File: src/rtl/core/hbc_pkg.sv
// shared types and constants for the histogram bin counter
// no dependencies
package hbc_pkg;

   localparam logic [1:0] OP_ADD   = 2'd0;
   localparam logic [1:0] OP_BELOW = 2'd1;
   localparam logic [1:0] OP_TOP   = 2'd2;
   localparam logic [1:0] OP_CLEAR = 2'd3;

   localparam logic [1:0] ST_OK     = 2'd0;
   localparam logic [1:0] ST_REJECT = 2'd1;
   localparam logic [1:0] ST_NOCFG  = 2'd2;
   localparam logic [1:0] ST_EMPTY  = 2'd3;

   localparam logic [1:0] REG_LOW   = 2'd0;
   localparam logic [1:0] REG_HIGH  = 2'd1;
   localparam logic [1:0] REG_WIDTH = 2'd2;
   localparam logic [1:0] REG_CLAMP = 2'd3;

   localparam int unsigned CSR_ADDR_W = 2;

   // classified word from the front to the back
   typedef struct packed {
      logic [1:0]  op;
      logic [1:0]  status;
      logic [16:0] idx;
   } cmd_type;

endpackage

File: src/rtl/core/hbc_queue.sv
// two-entry command queue between front and back
// depends on hbc_pkg
module hbc_queue (
   input  logic             clock,
   input  logic             reset,
   input  logic             push,
   input  hbc_pkg::cmd_type push_cmd,
   output logic             full,
   output logic             pop_valid,
   input  logic             pop,
   output hbc_pkg::cmd_type pop_cmd
);
   import hbc_pkg::*;
   cmd_type mem_ff [2];
   logic    wp_ff, rp_ff;
   logic [1:0] n_ff;

   always_ff @(posedge clock) begin
      if (push && !full) mem_ff[wp_ff] <= push_cmd;
      if (reset) begin
         wp_ff <= 1'b0; rp_ff <= 1'b0; n_ff <= '0;
      end else begin
         if (push && !full) wp_ff <= !wp_ff;
         if (pop && pop_valid) rp_ff <= !rp_ff;
         n_ff <= n_ff + 2'((push && !full)) - 2'((pop && pop_valid));
      end
   end
   assign full = (n_ff == 2'd2);
   assign pop_valid = (n_ff != 2'd0);
   assign pop_cmd = mem_ff[rp_ff];

   a_cnt: assert property (@(posedge clock) disable iff (reset) n_ff <= 2'd2)
      else $error("queue count overflow");
   a_ptr: assert property (@(posedge clock) disable iff (reset)
      (n_ff == 2'd0 || n_ff == 2'd2) |-> (wp_ff == rp_ff)) else $error("pointer skew");
   a_ptr1: assert property (@(posedge clock) disable iff (reset)
      (n_ff == 2'd1) |-> (wp_ff != rp_ff)) else $error("pointer skew one");
endmodule

File: config.mk
export PLATFORM = sky130hd
export DESIGN_NAME = hbc_queue
export DESIGN_NICKNAME = d
export VERILOG_FILES = /design/src/rtl/core/hbc_pkg.sv /design/src/rtl/core/hbc_queue.sv
export SDC_FILE = /design/constraint.sdc
export NUM_CORES = 1
export LEC_CHECK = 0
export ABC_AREA = 1
export BUFFER_PORTS_ARGS = -buffer_cell sky130_fd_sc_hd__buf_2
export CORE_ASPECT_RATIO = 0.9
export CORE_UTILIZATION = 55
export DETAILED_ROUTE_END_ITERATION = 6
export GPL_ROUTABILITY_DRIVEN = 0
export GPL_TIMING_DRIVEN = 0
export PLACE_DENSITY = 0.8
export REMOVE_ABC_BUFFERS = 1
export SLEW_MARGIN = 10
export SYNTH_ARGS = -nofsm -noshare
export SYNTH_HDL_FRONTEND = slang
export SYNTH_SLANG_ARGS = --single-unit
File: constraint.sdc
create_clock -name clock -period 4.4 [get_ports clock]
set_input_delay 0.66 -clock clock [delete_from_list [all_inputs] [get_ports clock]]
set_output_delay 0.66 -clock clock [all_outputs]
set_load 0.01 [all_outputs]
# After elaboration in Yosys (flattened, before gate mapping)
# Memory sizes are Yosys's and may differ from the RTL's. A register that Yosys moved wholly into a read port is not among the register bits.
# Cells that the tools add are included.
op_classes:
  n_addsub: 2
  eq_ne: 1
  muxes: 4
  reduce_logical: 6
ops:
  columns: ["operator", "n"]
  rows:
  - ["$mux 1", 4]
  - ["$logic_not 1->1", 3]
  - ["$add 2x1->2", 1]
  - ["$eq 2x2->1 const B", 1]
  - ["$logic_and 1x1->1", 2]
  - ["$reduce_bool 2->1", 1]
  - ["$sub 2x1->2", 1]
word_totals:
  register_bits: 4
  mem_bits_rw: 42
  output_inout_bits: 23
  word_cells: 17
  mem_count: 1
memory_table:
  columns: ["name", "depth", "word_bits", "rd", "rd_clocked_by_memory_dff", "wr", "line_no", "source"]
  rows:
  - ["mem_ff", 2, 21, 1, 1, 1, "hbc_queue.sv:14", "cmd_type mem_ff [2];"]

# Depth between registers and ports, before layout
depth:
  word_depth: 5
  ltp_mapped: 11

# Worst setup path after synthesis
# Ideal clock, no wire load.
synth_timing:
  path_kind: "input -> register"
  startpoint: "in push"
  endpoint: "mem mem_ff[0][0] (netlist name) (enable)"
  arrival_ns: 1.628
  slack_ns: 2.374
  path_stages: 2
  path_buffers: 0
  cell_sequence: "nand2_1 > nor2_1"
synth_via:
  elab_chain_len: 3
synth_rtl:
  columns: ["element", "line_no", "source"]
  rows:
  - ["start: declaration", "hbc_queue.sv:6", "input logic push,"]
  - ["$logic_and 1x1->1", "hbc_queue.sv:19", "if (push && !full) mem_ff[wp_ff] <= push_cmd;"]
  - ["$mux 1", "hbc_queue.sv:19", null]
  - ["$mux 1 (implied by the code)", "hbc_queue.sv:19", null]
  - ["end: declaration", "hbc_queue.sv:14", null]
# Every way passes these cells.

==> flow_summary_export.csv <==
group,metric,value,unit
global_routing,grt.total_usage,16.79,%
worst_setup_path,crit_chain,"mux2_2 > buf_2",
placed_design,io_buffers,47,
cts,clk_path_buf_depth,2,
power_and_ir_drop,pwr-share-clk,24.2,%
global_routing,grt_overflow_total,0,
floorplanning,io_pins,48,
cts,ctsHoldBuffers,0,
finish,nNetsFinal,183,
yosys,ys.flop_type,"edfxtp_1",
cts,cts.sinks,47,
worst_setup_path,slowest_delay,0.79,ns
power_and_ir_drop,powerDensity,560.7,mW/mm^2
sta,max_slew.worst_pin.slew,0.8050,ns
routing,routed_wl,2.764,mm
floorplanning,die_area,0.003587,mm^2
yosys,yosysUniqueCellTypes,11,
power_and_ir_drop,p_sw_share,27.49,%
flow_run,maxCapViolCount,0,
yosys,yosysWarnings,0,
routing,antenna_left,0,
yosys,synth_edf_count,42,
cts,clk_pin_slew,0.09,ns
worst_setup_path,required,3.74,ns
placed_design,placed_area,0.002126,mm^2
sta,finalMaxSlewViolations,0,
cts,cts_root_buffer,"clkbuf_8",
power_and_ir_drop,p_int,908.6,uW
sta,final_hold_viol_count,0,
sta,skew,0.006912,ns
floorplanning,start_util,59.18,%
sta,fin_crit_sh,52.27,%
sta,rsz0062_at_grt,"false",
floorplanning,core_area,0.003114,mm^2
floorplanning,die_h,56.92,um
cts,cts_made_buffers,5,
finish,antennaDiodeCount,0,
worst_setup_path,slowest_stage,"dfxtp_2",
yosys,yosysMostFrequentCell,"edfxtp_1",
finish,drive_above_1_share,49.68,%
yosys,avgSynthCellArea,17.89,um^2
cts,post_cts_buffers,0,
routing,route.detailed.wl_per_inst,13.89,um
cts,cts.repair.resized,0,
power_and_ir_drop,combinationalPowerShare,26.3,%
sta,fmax,434.8,MHz
power_and_ir_drop,max-vdd-ir-drop,0.3864,mV
floorplanning,die_w,63.02,um
yosys,synth_seq_area_share,73.86,%
worst_setup_path,crit_fanout,21,
cts,h-tree-depth,2,
yosys,synth_seq_cells,47,
global_routing,grt_pass1_wl,4.271,mm
routing,drc,0,
worst_setup_path,critPathArrivalTime,1.64,ns
yosys,syn_inst,103,
routing,drt_first_pass_iters,4,
cts,cts_tree,"yes",
yosys,synth.cell_area,0.001843,mm^2
finish,final_area,0.002235,mm^2
power_and_ir_drop,seqPwrFrac,49.6,%
routing,vias_per_cell,4.945,
routing,drt_iter0_markers,38,
worst_setup_path,cp-end-kind,"output pin",
sta,slew_headroom,46.27,%
sta,fin_setup_tns,0,ns
worst_hold_path,hp-class,"register to register",
yosys,synth_top_area_share,68.43,%
worst_setup_path,startpoint_type,"register",
power_and_ir_drop,p_sw,344.5,uW
power_and_ir_drop,p_leak,0.9425,nW
yosys,synth_common_cells,"42 x edfxtp_1, 20 x mux2_4, 9 x inv_1, 9 x nor2_1, 8 x nand2_1",
global_routing,grt_pass1_vias,988,
sta,final-setup-viol-count,0,
yosys,yosysTopAreaCell,"edfxtp_1",
placed_design,dp_hpwl,1.880,mm
global_routing,grt_antenna_before_repair,0,
sta,fin_crit,2.300,ns
cts,clkLatencyLatePin,0.29,ns
power_and_ir_drop,power,1.253,mW
yosys,yosys-top-cells-area,"edfxtp_1 68%, mux2_4 16%, dfxtp_1 5.4%, inv_1 1.8%, nor2_1 1.8%",
outcome,outcome,"complete, no violations",
yosys,async_reset_ff_share,0,%
worst_setup_path,crit_type,"register to output pin",
global_routing,grt_max_degree,22,
finish,area_growth,21.25,%
floorplanning,rows,19,
routing,vias,984,
cell type report:
type | instances | area, um^2
multi-input cells | 45 | 427.9
repair buffers | 48 | 250.2
flip-flops and latches | 47 | 1363
fillers | 210 | 879.6
inverters | 9 | 33.78
clock buffers | 5 | 68.82
clock inverters | 3 | 38.79
well taps | 42 | 52.55
logic make-up (layout without fill, tap and decap cells):
group | after synthesis | after routing | share of synthesized area (%)
multiplexers | 21 | 21 | 16.90
buffers and inverters | 11 | 65 | 3.055
AND/OR/NAND/NOR | 20 | 20 | 4.277
flip-flops | 47 | 47 | 73.86
adder cells (fa/ha/maj) | 2 | 2 | 1.358
AO/OA/AOI/OAI | 2 | 2 | 0.5431
state kept, by name (all words and copies together), names as in the netlist, named ones only:
register  flops
n_ff          2
wp_ff         1
mem_ff       42
rp_ff         1
worst paths after layout:
kind                            startpoint          end  slack [ns]  cells past startpoint
worst max-delay path              register  pop_cmd[20]        2.10                      2
worst max register to register     n_ff[0]      n_ff[1]        2.73                     10
worst min-delay path                 rp_ff     register        0.52                      2
worst min register to register       rp_ff     register        0.52                      2
stage by stage:
step / hold slack, ns / setup slack (ns) / util, % / std cells
after floorplan: 0.4675 / 2.313 / - / 101
after global placement: 0.4813 / 1.848 / 67.70 / 190
after detailed placement: 0.5060 / 1.959 / 68.26 / 191
after CTS: 0.5196 / 1.633 / 71.72 / 199
after global routing: 0.5186 / 2.025 / 71.76 / 199
final: 0.5190 / 2.100 / 71.76 / 199
power groups by stage:
stage          registers, mW  clock network (mW)  logic, mW
3_3_place_gp           0.627                   0      0.314
2_1_floorplan          0.618                   0      0.224
4_1_cts                0.622               0.304      0.337
5_1_grt                0.631               0.317      0.361
6_report               0.621               0.303      0.329
3_5_place_dp           0.633                   0      0.333
per-layer routing:
layer	GRT usage, %	vias up	wire length [um]
li1	-	479	-
met1	17.27	461	1101
met2	30.88	38	1472
met3	5.488	6	151
met4	7.641	0	39
met5	0	-	0
critical path: cells and delay by family (launching register included):
kind	cells	cell delay, ns
buffers and inverters	1	0.14
muxes	1	0.41
DFF	1	0.79
cells in the final DEF, fill, tap and decap left out, drive strengths merged, types with 3 or more instances in the layout:
| cell type | count |
|---|---|
| edfxtp | 42 |
| nand3 | 3 |
| buf | 48 |
| mux2 | 21 |
| nor2 | 9 |
| inv | 9 |
| nand2 | 8 |
| dfxtp | 5 |
| clkbuf | 5 |
Note: power is estimated with default switching activity, not from simulation.
