$ cat src/rtl/core/hbc_pkg.sv
// shared types and constants for the histogram bin counter
// no dependencies
package hbc_pkg;

   localparam logic [1:0] OP_ADD   = 2'd0;
   localparam logic [1:0] OP_BELOW = 2'd1;
   localparam logic [1:0] OP_TOP   = 2'd2;
   localparam logic [1:0] OP_CLEAR = 2'd3;

   localparam logic [1:0] ST_OK     = 2'd0;
   localparam logic [1:0] ST_REJECT = 2'd1;
   localparam logic [1:0] ST_NOCFG  = 2'd2;
   localparam logic [1:0] ST_EMPTY  = 2'd3;

   localparam logic [1:0] REG_LOW   = 2'd0;
   localparam logic [1:0] REG_HIGH  = 2'd1;
   localparam logic [1:0] REG_WIDTH = 2'd2;
   localparam logic [1:0] REG_CLAMP = 2'd3;

   localparam int unsigned CSR_ADDR_W = 2;

   // classified word from the front to the back
   typedef struct packed {
      logic [1:0]  op;
      logic [1:0]  status;
      logic [16:0] idx;
   } cmd_type;

endpackage

$ cat src/rtl/core/hbc_divider.sv
// restoring divider, one quotient bit a cycle, round half even
// no dependencies
module hbc_divider (
   input  logic        clock,
   input  logic        reset,
   input  logic        start,
   input  logic [32:0] num,
   input  logic [30:0] den,
   output logic        busy,
   output logic        done,
   output logic [33:0] quot
);
   logic [32:0] q_ff, q_in;
   logic [31:0] r_ff, r_in;
   logic [30:0] d_ff, d_in;
   logic [5:0]  cnt_ff, cnt_in;
   logic        busy_ff, busy_in, done_ff, done_in;
   logic [32:0] trial;
   logic [32:0] twice_r;
   logic        up;

   always_comb begin
      q_in = q_ff; r_in = r_ff; d_in = d_ff; cnt_in = cnt_ff;
      busy_in = busy_ff; done_in = 1'b0;
      trial = {r_ff, q_ff[32]} - {2'b0, d_ff};
      if (start) begin
         q_in = num; r_in = '0; d_in = den; cnt_in = 6'd33; busy_in = 1'b1;
      end else if (busy_ff) begin
         if (!trial[32]) begin
            r_in = trial[31:0];
            q_in = {q_ff[31:0], 1'b1};
         end else begin
            r_in = {r_ff[30:0], q_ff[32]};
            q_in = {q_ff[31:0], 1'b0};
         end
         cnt_in = cnt_ff - 6'd1;
         if (cnt_ff == 6'd1) begin
            busy_in = 1'b0; done_in = 1'b1;
         end
      end
   end

   always_ff @(posedge clock) begin
      q_ff <= q_in; r_ff <= r_in; d_ff <= d_in; cnt_ff <= cnt_in;
      if (reset) begin
         busy_ff <= 1'b0; done_ff <= 1'b0;
      end else begin
         busy_ff <= busy_in; done_ff <= done_in;
      end
   end

   assign twice_r = {r_ff, 1'b0};
   assign up = (twice_r > {2'b0, d_ff}) || ((twice_r == {2'b0, d_ff}) && q_ff[0]);
   assign quot = {1'b0, q_ff} + {33'b0, up};
   assign busy = busy_ff;
   assign done = done_ff;
endmodule

$ cat src/rtl/core/hbc_front.sv
// front end: config registers, bucket count derivation and value classification
// depends on hbc_pkg and hbc_divider
module hbc_front #(
   parameter int unsigned MAX_BUCKETS = 256,
   parameter int unsigned IDX_W = 17
) (
   input  logic                           clock,
   input  logic                           reset,
   input  logic                           csr_valid,
   output logic                           csr_ready,
   input  logic [hbc_pkg::CSR_ADDR_W-1:0] csr_index,
   input  logic [31:0]                    csr_data,
   input  logic                           req_valid,
   output logic                           req_stall,
   input  logic [1:0]                     req_op,
   input  logic signed [31:0]             req_value,
   output logic                           cmd_valid,
   input  logic                           cmd_full,
   output hbc_pkg::cmd_type               cmd,
   output logic [IDX_W-1:0]               active_out
);
   import hbc_pkg::*;

   localparam logic [1:0] S_IDLE = 2'd0, S_DERIVE = 2'd1, S_MAP = 2'd2, S_PUSH = 2'd3;
   localparam logic [33:0] MAXB = 34'(MAX_BUCKETS);

   logic signed [31:0] low_ff, low_in, high_ff, high_in;
   logic [30:0] width_ff, width_in;
   logic        clamp_ff, clamp_in;
   logic [IDX_W-1:0] act_ff, act_in;
   logic [1:0]  st_ff, st_in;
   cmd_type     cmd_ff, cmd_in;
   logic        cfg_ok, div_start, div_busy, div_done;
   logic [32:0] div_num;
   logic [33:0] quot, nq;

   assign cfg_ok = (width_ff != '0) && (low_ff < high_ff);

   hbc_divider u_div (
      .clock(clock), .reset(reset), .start(div_start), .num(div_num), .den(width_ff),
      .busy(div_busy), .done(div_done), .quot(quot)
   );

   assign csr_ready = (st_ff == S_IDLE);
   assign req_stall = (st_ff != S_IDLE) || csr_valid;

   always_comb begin
      low_in = low_ff; high_in = high_ff; width_in = width_ff; clamp_in = clamp_ff;
      act_in = act_ff; st_in = st_ff; cmd_in = cmd_ff;
      div_start = 1'b0;
      div_num = 33'({high_ff[31], high_ff} - {low_ff[31], low_ff});
      nq = quot + 34'd1;
      case (st_ff)
         S_IDLE: begin
            if (csr_valid && csr_ready) begin
               case (csr_index)
                  REG_LOW:   low_in = csr_data;
                  REG_HIGH:  high_in = csr_data;
                  REG_WIDTH: width_in = csr_data[30:0];
                  REG_CLAMP: clamp_in = csr_data[0];
                  default: ;
               endcase
               st_in = S_DERIVE;
            end else if (req_valid && !req_stall) begin
               cmd_in.op = req_op; cmd_in.status = ST_OK; cmd_in.idx = '0;
               if (req_op == OP_CLEAR) begin
                  st_in = S_PUSH;
               end else if (!cfg_ok || act_ff == '0) begin
                  cmd_in.status = ST_NOCFG; st_in = S_PUSH;
               end else if (req_op == OP_TOP) begin
                  st_in = S_PUSH;
               end else if (req_value < low_ff) begin
                  if (clamp_ff) cmd_in.idx = '0;
                  else cmd_in.status = ST_REJECT;
                  st_in = S_PUSH;
               end else if (req_value > high_ff) begin
                  if (clamp_ff) cmd_in.idx = 17'(act_ff - 1'b1);
                  else cmd_in.status = ST_REJECT;
                  st_in = S_PUSH;
               end else begin
                  div_num = 33'({req_value[31], req_value} - {low_ff[31], low_ff});
                  div_start = 1'b1; st_in = S_MAP;
               end
            end
         end
         S_DERIVE: begin
            // first cycle starts the divide, done ends it
            if (!cfg_ok) begin
               act_in = '0; st_in = S_IDLE;
            end else if (!div_busy && !div_done) begin
               div_start = 1'b1;
            end else if (div_done) begin
               act_in = (nq > MAXB) ? IDX_W'(MAX_BUCKETS) : IDX_W'(nq);
               st_in = S_IDLE;
            end
         end
         S_MAP: begin
            if (div_done) begin
               if (quot >= 34'(act_ff)) begin
                  if (clamp_ff) cmd_in.idx = 17'(act_ff - 1'b1);
                  else cmd_in.status = ST_REJECT;
               end else begin
                  cmd_in.idx = 17'(quot);
               end
               st_in = S_PUSH;
            end
         end
         S_PUSH: if (!cmd_full) st_in = S_IDLE;
         default: st_in = S_IDLE;
      endcase
   end

   always_ff @(posedge clock) begin
      cmd_ff <= cmd_in;
      if (reset) begin
         low_ff <= '0; high_ff <= '0; width_ff <= '0; clamp_ff <= 1'b0;
         act_ff <= '0; st_ff <= S_IDLE;
      end else begin
         low_ff <= low_in; high_ff <= high_in; width_ff <= width_in; clamp_ff <= clamp_in;
         act_ff <= act_in; st_ff <= st_in;
      end
   end

   assign cmd_valid = (st_ff == S_PUSH);
   assign cmd = cmd_ff;
   assign active_out = act_ff;

   a_push_only_push: assert property (@(posedge clock) disable iff (reset)
      cmd_valid |-> (st_ff == S_PUSH)) else $error("push outside push state");
   a_no_req_busy: assert property (@(posedge clock) disable iff (reset)
      (st_ff == S_MAP) |-> req_stall) else $error("request taken while mapping");
   a_act_cap: assert property (@(posedge clock) disable iff (reset)
      act_ff <= IDX_W'(MAX_BUCKETS)) else $error("bucket count over cap");
endmodule

$ cat config.mk
export PLATFORM = sky130hd
export DESIGN_NAME = hbc_front
export DESIGN_NICKNAME = d
export VERILOG_FILES = /design/src/rtl/core/hbc_pkg.sv /design/src/rtl/core/hbc_divider.sv /design/src/rtl/core/hbc_front.sv
export SDC_FILE = /design/constraint.sdc
export NUM_CORES = 1
export LEC_CHECK = 0
export BUFFER_PORTS_ARGS = -buffer_cell sky130_fd_sc_hd__buf_4
export CORE_AREA = 2 2 182 184
export CTS_CLUSTER_DIAMETER = 120
export DETAILED_ROUTE_END_ITERATION = 7
export DIE_AREA = 0 0 184 186
export GPL_ROUTABILITY_DRIVEN = 0
export PLACE_DENSITY = 0.78
export SLEW_MARGIN = 0
export SYNTH_ARGS = -nofsm -noshare
export SYNTH_HDL_FRONTEND = slang
export SYNTH_HIERARCHICAL = 1
export SYNTH_SLANG_ARGS = --single-unit
export TNS_END_PERCENT = 10
$ cat constraint.sdc
create_clock -name clock -period 6.35 [get_ports clock]
set_clock_uncertainty 0.15 [all_clocks]
set_input_delay 0.635 -clock clock [delete_from_list [all_inputs] [get_ports clock]]
set_output_delay 0.635 -clock clock [all_outputs]
set_load 0.01 [all_outputs]
* Yosys cells after proc, flatten, opt, wreduce, memory -nomap -nowiden
Cells that the tools add are included.
** Cells by class
- $add $sub $neg :: 7
- $mul :: 0
- Div/mod/pow operators :: 0
- Magnitude comparators :: 6
- Eq/ne operators :: 22
- Shifts and indexed selects :: 0
- Mux-type cells :: 59
- Bitwise logic cells :: 2
- Reduce and logical (&&, ||, !) cells :: 29
** Operators by type and width (count)
- 33-bit two-way mux :: 10
- 17-bit two-way mux :: 8
- 19-bit two-way mux :: 4
- 32-bit by 32-bit subtractor with 33-bit output :: 2
- 32-bit < comparator :: 2
- 18-bit two-way mux :: 3
- 19-bit one-hot mux with 2 select lines :: 1
- 33-bit by 1-bit adder with 34-bit output :: 1
- 34-bit by 1-bit adder with 34-bit output, second input constant :: 1
- 34-bit by 17-bit greater-or-equal comparator with 1-bit output :: 1
- 34-bit by 9-bit > comparator with 1-bit output, second input constant :: 1
- 33-bit by 31-bit == test with 1-bit output :: 1
- 33-bit by 31-bit > comparator with 1-bit output :: 1
- 33-bit by 31-bit subtractor with 33-bit output :: 1
- 32-bit > comparator :: 1
- 32-bit two-way mux :: 1
- 31-bit nonzero test :: 1
- 2-bit two-way mux :: 14
- 3-bit AND reduction :: 6
- 17-bit logical NOT :: 1
- 17-bit by 1-bit subtractor with 17-bit output, second input constant :: 1
- 1-bit two-way mux :: 16
- 2-bit == test, second input constant :: 6
- 2-bit inequality test, second input constant :: 5
- other kinds (18) :: 36
** Word-level totals
- Bits in registers :: 240
- Bits in latches :: 0
- Bits in writable memories :: 0
- Memory bits (read-only) :: 0
- Output and inout bits :: 41
- Word-level logic and storage cells :: 140
- Memories kept :: 0

* Depth between registers and ports, before layout
Gate-level depths: netlist of the first run.
- Word-level depth :: 10
- Depth in mapped cells :: 28

* Modules after synthesis
Netlist of the first run, hierarchy kept.
** By module, submodules not included
- hbc_front :: instances 1, cells each 1487, area an instance 11254.5 um^2, seq. area each 2932.8 um^2
- hbc_divider :: instances 1, cells each 671, area an instance 6620.1 um^2, seq. area each 2722.6 um^2

* Worst setup path before layout of the first run
OpenSTA, ideal clock, no wires.
- Path type :: reg2reg
- Start :: register u_div.d_ff[14]
- End :: register cmd_ff (netlist bit cmd[0]), enable pin
- Library setup time :: 390 ps
- Arrival time :: 5930 ps
- Data required time :: 5810 ps
- Slack :: -120 ps
- Cell stages (with the launch flop) :: 27
- Path through :: edfxtp_1 > inv_1 > ha_1 > clkbuf_1 > a21oi_1 > o21ai_0 > or2_2 > a41oi_1 > nor3_1 > a21boi_0 > o21bai_1 > a21oi_1 > ha_1 > nand2_1 > nor3_2 > and2_1 > nand4_1 > or3_1 > nor2_1 > xor2_1 > nor4_1 > and3_1 > nand4_1 > o41ai_1 > clkbuf_1 > nor3_1 > nor2_1
** On the way
- Word-level cells in the longest chain between the ends :: 7
** RTL lines
- start: declaration :: line hbc_divider.sv:15 : logic [30:0] d_ff, d_in;
- start signal: assignment :: line hbc_divider.sv:44 : q_ff <= q_in; r_ff <= r_in; d_ff <= d_in; cnt_ff <= cnt_in;
- branches (longest 2 deep; another with 33-bit by 31-bit > comparator with 1-bit output)
- 1-bit logical OR * :: line hbc_divider.sv:53 : assign up = (twice_r > {2'b0, d_ff}) || ((twice_r == {2'b0, d_ff}) && q_ff[0]);
- 33-bit by 1-bit adder with 34-bit output * :: line hbc_divider.sv:54 : assign quot = {1'b0, q_ff} + {33'b0, up};
- named net quot[31] :: line hbc_front.sv:35 : logic [33:0] quot, nq;
- 34-bit by 17-bit greater-or-equal comparator with 1-bit output * :: line hbc_front.sv:99 : if (quot >= 34'(act_ff)) begin
- 3-bit inequality test (no line) *
- 5-bit AND reduction (no line) *
- end signal: assignment :: line hbc_front.sv:114 : cmd_ff <= cmd_in;
- end: declaration :: line hbc_front.sv:32 : cmd_type cmd_ff, cmd_in;
Mark *: on every way through the listed nets, which the timed path passes.
A chain may end at the register's enable or synchronous reset.

==> reports/metrics.yaml, run 1 <==
status: "finished, final reports clean"
ir_drop_mv: 0.265
met2_wirelength_mm: 22.7
synthesis.area_mm2: 0.0179
num-fill-cells: 2743
arrival_ps: 6220
clockRootBuffer: "clkbuf_16"
viasPerCell: 6.13
core_mm2: 0.0322
die_y_um: 186
synth_flop_cell: "dfxtp_1"
synthTopCellsByArea: "dfxtp_1, edfxtp_1, ha_1"
drt-total-wl_mm: 50.0
ys_ff_latch: 240
grt-ovfl-total: 0
syn_nets: 2385
synth.most_common_cell: "nand2_1"
ios: 114
yosysTopAreaCell: "dfxtp_1"
end_kind: "flip-flop"
crit_fanout: 7
max_clock_freq_mhz: 164
ant_nets: 0
dieWidth_um: 184
cts_tree: "done"
routedWlPerCell_um: 18.7
grt_start_max_net_pins: 104
drive_above_1_share: 0.119
yosys.area.top_type_share: 0.174
design_area_mm2: 0.0202
fp-row-count: 66
placed_area_mm2: 0.0191
ys_warn_count: 6
die_area_mm2: 0.0342
drc: 0
relSlewSlack: 0.201
finalSetupViolations: 0
cts_max_path_buffers: 3
required_ps: 6470
dp_hpwl_mm: 38.6
critPathBufInv: 2
fin_ws_ps: 249
crit_top_cell: "nand4_1"
fin_crit_sh: 0.961
io_buffers: 113
cts-htree-levels: 1
multiInputGateArea_mm2: 0.0114
clock-sinks: 240
setup.worst_path.start_class: "flip-flop"
antenna_found_initial: 0
grt_pass1_wl_mm: 79.3
clkTransAtPathRegs_ps: 60
num_vias: 16400
drt_pass1_iterations: 7
first_iter_violations: 1634
start_util: 0.555
p_per_area_mw_per_mm2: 350
async_reset_ff_frac: 0
finalCriticalPeriod_ps: 6100
clock_latency_ps: 570
ys_seq_area_frac: 0.316
nNetsFinal: 2475
pre_cts_ws_ps: -19.8
dr.max_layer_used: "met4"
seqCellArea_mm2: 0.00566
syn_area_per_cell_um2: 8.28
drv_cap: 0
ys_top_cells_by_count: "nand2_1, a21oi_1, inv_1, dfxtp_1, ha_1"
power_leakage_uw: 0.00788
diodes: 0
tns_ps: 0
slowest_delay_ps: 600
met1_length_mm: 21.7
cpLargestDelayFamily: "simple AND/OR/NAND/NOR gates"
cts_buffers: 27
holdCritPathClass: "input pin to flip-flop"
crit_path_top_delay_cell: "o41ai_4"
syn_to_final_growth_pct: 12.8
synth_edf_count: 85
tightest_slew_ps: 1200
synth_cells: 2158
path_class: "flip-flop to flip-flop"
ys_types: 88
final-hold-violation-count: 0
first_global_vias: 15400
slew_violations: 0
dr_wl_met3_mm: 3.66
grt_use_total: 0.288
per-layer routing:
| layer | global-route usage | vias to the layer above |
|---|---|---|
| met5 | 0 | - |
| met4 | 0.105 | 0 |
| met3 | 0.0391 | 117 |
| met2 | 0.480 | 670 |
| met1 | 0.383 | 7675 |
| li1 | - | 7948 |
sequential cells by signal, indices dropped and copies added, names as in the netlist:
register,count
u_div/done,1
u_div/busy,1
u_div/d_ff,31
u_div/r_ff,32
cmd,21
st_ff,2
u_div/q_ff,33
clamp_ff,1
low_ff,32
u_div/cnt_ff,6
high_ff,32
active_out,17
width_ff,31
final cells by class:
class,instances,share of cell area
multi-input combinational,1667,0.565
sequential,240,0.281
timing repair buffer,149,0.0567
clock buffer,41,0.0377
inverter,163,0.0304
tap,408,0.0253
clock inverter,9,0.00472
worst paths after layout:
check                 startpoint          to  slack, ps  cells past startpoint
setup reg to reg  u_div/d_ff[15]     cmd[11]        250                     25
setup / recovery  u_div/d_ff[15]     cmd[11]        250                     25
hold reg to reg       low_ff[18]  low_ff[18]        310                      2
hold / removal         req_op[0]     cmd[19]        130                      1
cells by family after synthesis:
logic type,Yosys count,synth area share
buffers and inverters,251,0.0555
AO/OA/AOI/OAI,544,0.192
multiplexers,105,0.0619
XOR/XNOR,144,0.0716
AND/OR/NAND/NOR,720,0.193
flip-flops,240,0.316
adder cells (fa/ha/maj),154,0.109
timing repair:
| item | 4_1_cts | 5_1_grt |
|---|---|---|
| setup endpoints to repair | 9 | 45 |
| pin swaps | 1 | 3 |
| resized for setup | 1 | 27 |
| gates cloned | 0 | 2 |
| endpoints found under the hold margin | 0 | 0 |
| hold buffers | 0 | 0 |
| buffers inserted | 1 | 3 |
power breakdown:
part	internal (uW)	switching [uW]	leakage [uW]
logic	1460	1990	0.00539
clock network	873	654	0.000417
registers	1860	208	0.00208
total	4190	2860	0.00788
metrics by stage:
step	power (uW)	hold WS, ps	utilization	cells
4_1_cts	6970	109	0.621	2672
2_1_floorplan	4660	280	-	2158
6_report	7050	129	0.626	2677
3_5_place_dp	5430	297	0.594	2621
3_3_place_gp	5350	292	0.594	2621
5_1_grt	7470	116	0.626	2677
cells in the final DEF (no fill, tap or decap), types with 8 or more instances in the layout:
master / n
nand3b_1: 8
nor2b_1: 11
xnor2_1: 80
a32o_1: 9
nand3_1: 62
inv_1: 161
o21ai_1: 21
nor2_1: 125
clkbuf_16: 28
and2_1: 11
xor2_1: 53
and4_1: 11
o21ai_0: 63
o31ai_1: 8
nor4_1: 22
o2bb2ai_1: 12
a31oi_1: 18
a221oi_1: 8
nand2b_1: 18
o211ai_1: 11
ha_1: 149
dfxtp_1: 154
nor3_1: 37
o21bai_1: 15
clkbuf_1: 11
edfxtp_1: 85
mux2_2: 33
a21oi_1: 213
a21o_1: 38
and3_1: 20
mux2i_1: 67
a211oi_1: 44
nand4_1: 38
buf_4: 145
or3_1: 20
nand2_1: 298
o21a_1: 20
Note: power is estimated with default switching activity, not from simulation.
==> inputs of run 2 (changes only) <==
--- a/config.mk
+++ b/config.mk
@@ -12,6 +12,8 @@
 export DIE_AREA = 0 0 184 186
 export GPL_ROUTABILITY_DRIVEN = 0
 export PLACE_DENSITY = 0.78
+export RECOVER_POWER = 25
+export SETUP_SLACK_MARGIN = 0.4
 export SLEW_MARGIN = 0
 export SYNTH_ARGS = -nofsm -noshare
 export SYNTH_HDL_FRONTEND = slang
==> run 2 against run 1 <==
  * The run now ends with capacitance limit, slew limit left
  * Highest routed layer unchanged
  * Clock-buffer cell count decreased by 10
  * Final area increased by 0.85%
  * Fmax increased by 1.0%
  * Sequential cell count unchanged
  * Sequential share of layout area decreased by 0.24 points
  * First-iteration DRC count increased by 2.3%
  * Cell count increased by 0.52%
  * Worst setup slack improved by 63 ps
==> reports/metrics.yaml, run 2 (synthesis results as in run 1) <==
reg2reg_slack_ps: 310  # +60 ps
drc: 0  # unchanged
status: "complete, but fails checks"
min_path_cells: 3  # +2
slew_violations: 104  # +104
final-hold-violation-count: 0  # unchanged
first_iter_violations: 1672  # +2.3%
cts_buffers: 27  # unchanged
design_area_mm2: 0.0203  # +0.85%
tns_ps: 0  # unchanged
finalCriticalPeriod_ps: 6040  # -63.0 ps
clock_latency_ps: 560  # about the same
ctsHoldBuffers: 0  # unchanged
ant_nets: 0  # unchanged
antenna_found_initial: 0  # unchanged
grt_start_max_net_pins: 104  # unchanged
grt_pass1_wl_mm: 80.0  # +0.83%
drv_cap: 1  # +1
first_global_vias: 15700  # +1.8%
cts-htree-levels: 1  # unchanged
syn_to_final_growth_pct: 13.7
dieWidth_um: 184  # unchanged
required_ps: 6450  # -20 ps
largest_reg_flops: 33  # unchanged
ir_drop_mv: 0.293  # +11%
diodes: 0  # unchanged
end_kind: "flip-flop"
r2r_cells: 26  # +4.0%
clock-sinks: 240  # unchanged
crit_fanout: 6  # -1
die_area_mm2: 0.0342  # unchanged
holdCritPathClass: "input pin to flip-flop"
r2r_start: "u_div/d_ff[15]"
start_util: 0.555  # unchanged
io_buffers: 113  # unchanged
max_clock_freq_mhz: 166  # +1.0%
die_y_um: 186  # unchanged
nNetsFinal: 2489  # +0.57%
relSlewSlack: -2.21  # -2.42
drt_pass1_iterations: 6  # -1
violations: "capacitance limit, slew limit"
grt-ovfl-total: 0  # unchanged
clockRootBuffer: "clkbuf_16"
core_mm2: 0.0322  # unchanged
reg2reg_to: "cmd[8]"
drive_above_1_share: 0.123  # +0.00321
setup.worst_path.start_class: "flip-flop"
fp-row-count: 66  # unchanged
dp_hpwl_mm: 38.6  # -0.22%
viasPerCell: 6.20  # +1.2%
finalSetupViolations: 0  # unchanged
path_class: "flip-flop to flip-flop"
arrival_ps: 6140  # -80 ps
drt-total-wl_mm: 51.2  # +2.4%
tightest_slew_ps: 4820  # +3620 ps
fin_crit_sh: 0.951  # -0.00993
cts_max_path_buffers: 3  # unchanged
clkTransAtPathRegs_ps: 60  # about the same
mostFrequentLayoutCell: "nand2_1"
num_vias: 16700  # +1.7%
power_leakage_uw: 0.00784  # -0.56%
min_from: "csr_data[31]"
final_cell_mix: "nand2_1, a21oi_1, inv_1, dfxtp_1, ha_1"
grt_use_total: 0.289  # +0.00119
ios: 114  # unchanged
placed_area_mm2: 0.0191  # about the same
cts_tree: "done"
rsz0062_at_grt: "yes"
worstHoldEndpoint: "low_ff[31]"
top_register: "u_div/q_ff"
p_per_area_mw_per_mm2: 355  # +1.5%
routedWlPerCell_um: 19.0  # +1.9%
[run 2: worst max-delay path by stage]
stage,startpoint,endpoint,slack (ps),cells past startpoint
floorplan,u_div/d_ff[14],cmd[0],470,26
global placement,u_div/d_ff[14],active_out[8],310,26
detailed placement,u_div/d_ff[15],active_out[8],20,24
CTS,u_div/d_ff[15],cmd[5],450,25
global route,u_div/d_ff[15],cmd[12],70,26
finish,u_div/d_ff[15],cmd[8],310,26
[run 2: area by class of cell]
cell class / count / area [um^2]
multi-input combinational: 1667 / 11600
sequential: 240 / 5660
tap: 408 / 510
inverter: 163 / 612
fill: 2741 / 11900
clock buffer: 31 / 711
timing repair buffer: 163 / 1080
clock inverter: 19 / 151
[run 2: layer usage]
layer	share of wire	GRT usage
met5	0	0
met4	0.043	0.121
met3	0.080	0.0405
met2	0.46	0.481
met1	0.42	0.378
[run 2: power by group]
| group | leakage (uW) | internal, uW | switching (uW) |
|---|---|---|---|
| Sequential | 0.00208 | 1860 | 214 |
| Combinational | 0.00533 | 1530 | 2080 |
| Clock | 0.000430 | 852 | 671 |
| Total | 0.00784 | 4250 | 2970 |
[run 2: timing repair]
item | CTS | global route
buffers inserted | 4 | 13
cloned | 1 | 3
pin swaps | 5 | 20
setup endpoints to repair | 45 | 45
gates resized for setup | 13 | 60
[run 2: critical path, cell delays in order, from the launching register on]
cell	delay [ps]
edfxtp_1	330
inv_1	80
ha_4	280
nand2_1	80
o21ai_2	170
or2_4	170
a41oi_4	130
nor3_2	240
a21boi_2	190
o21bai_1	80
a21oi_2	220
ha_2	270
nand2_4	90
nor3_4	220
and2_4	170
nand4_1	210
buf_4	210
or3_4	390
nor2_4	170
xnor2_4	110
nor4_2	310
and3_1	210
nand4_1	170
o41ai_4	590
buf_2	260
or3_1	110
o221ai_1	100
[run 2: through the flow]
stage          total power [uW]  cells  utilization  worst slack, ps  hold WS [ps]
2_1_floorplan              4660   2158            -              474           280
5_1_grt                    7620   2691        0.631             68.5           186
3_3_place_gp               5360   2620        0.593              305           292
4_1_cts                    7000   2675        0.623              452           120
6_report                   7210   2691        0.631              312           180
3_5_place_dp               5450   2620        0.593             16.7           294
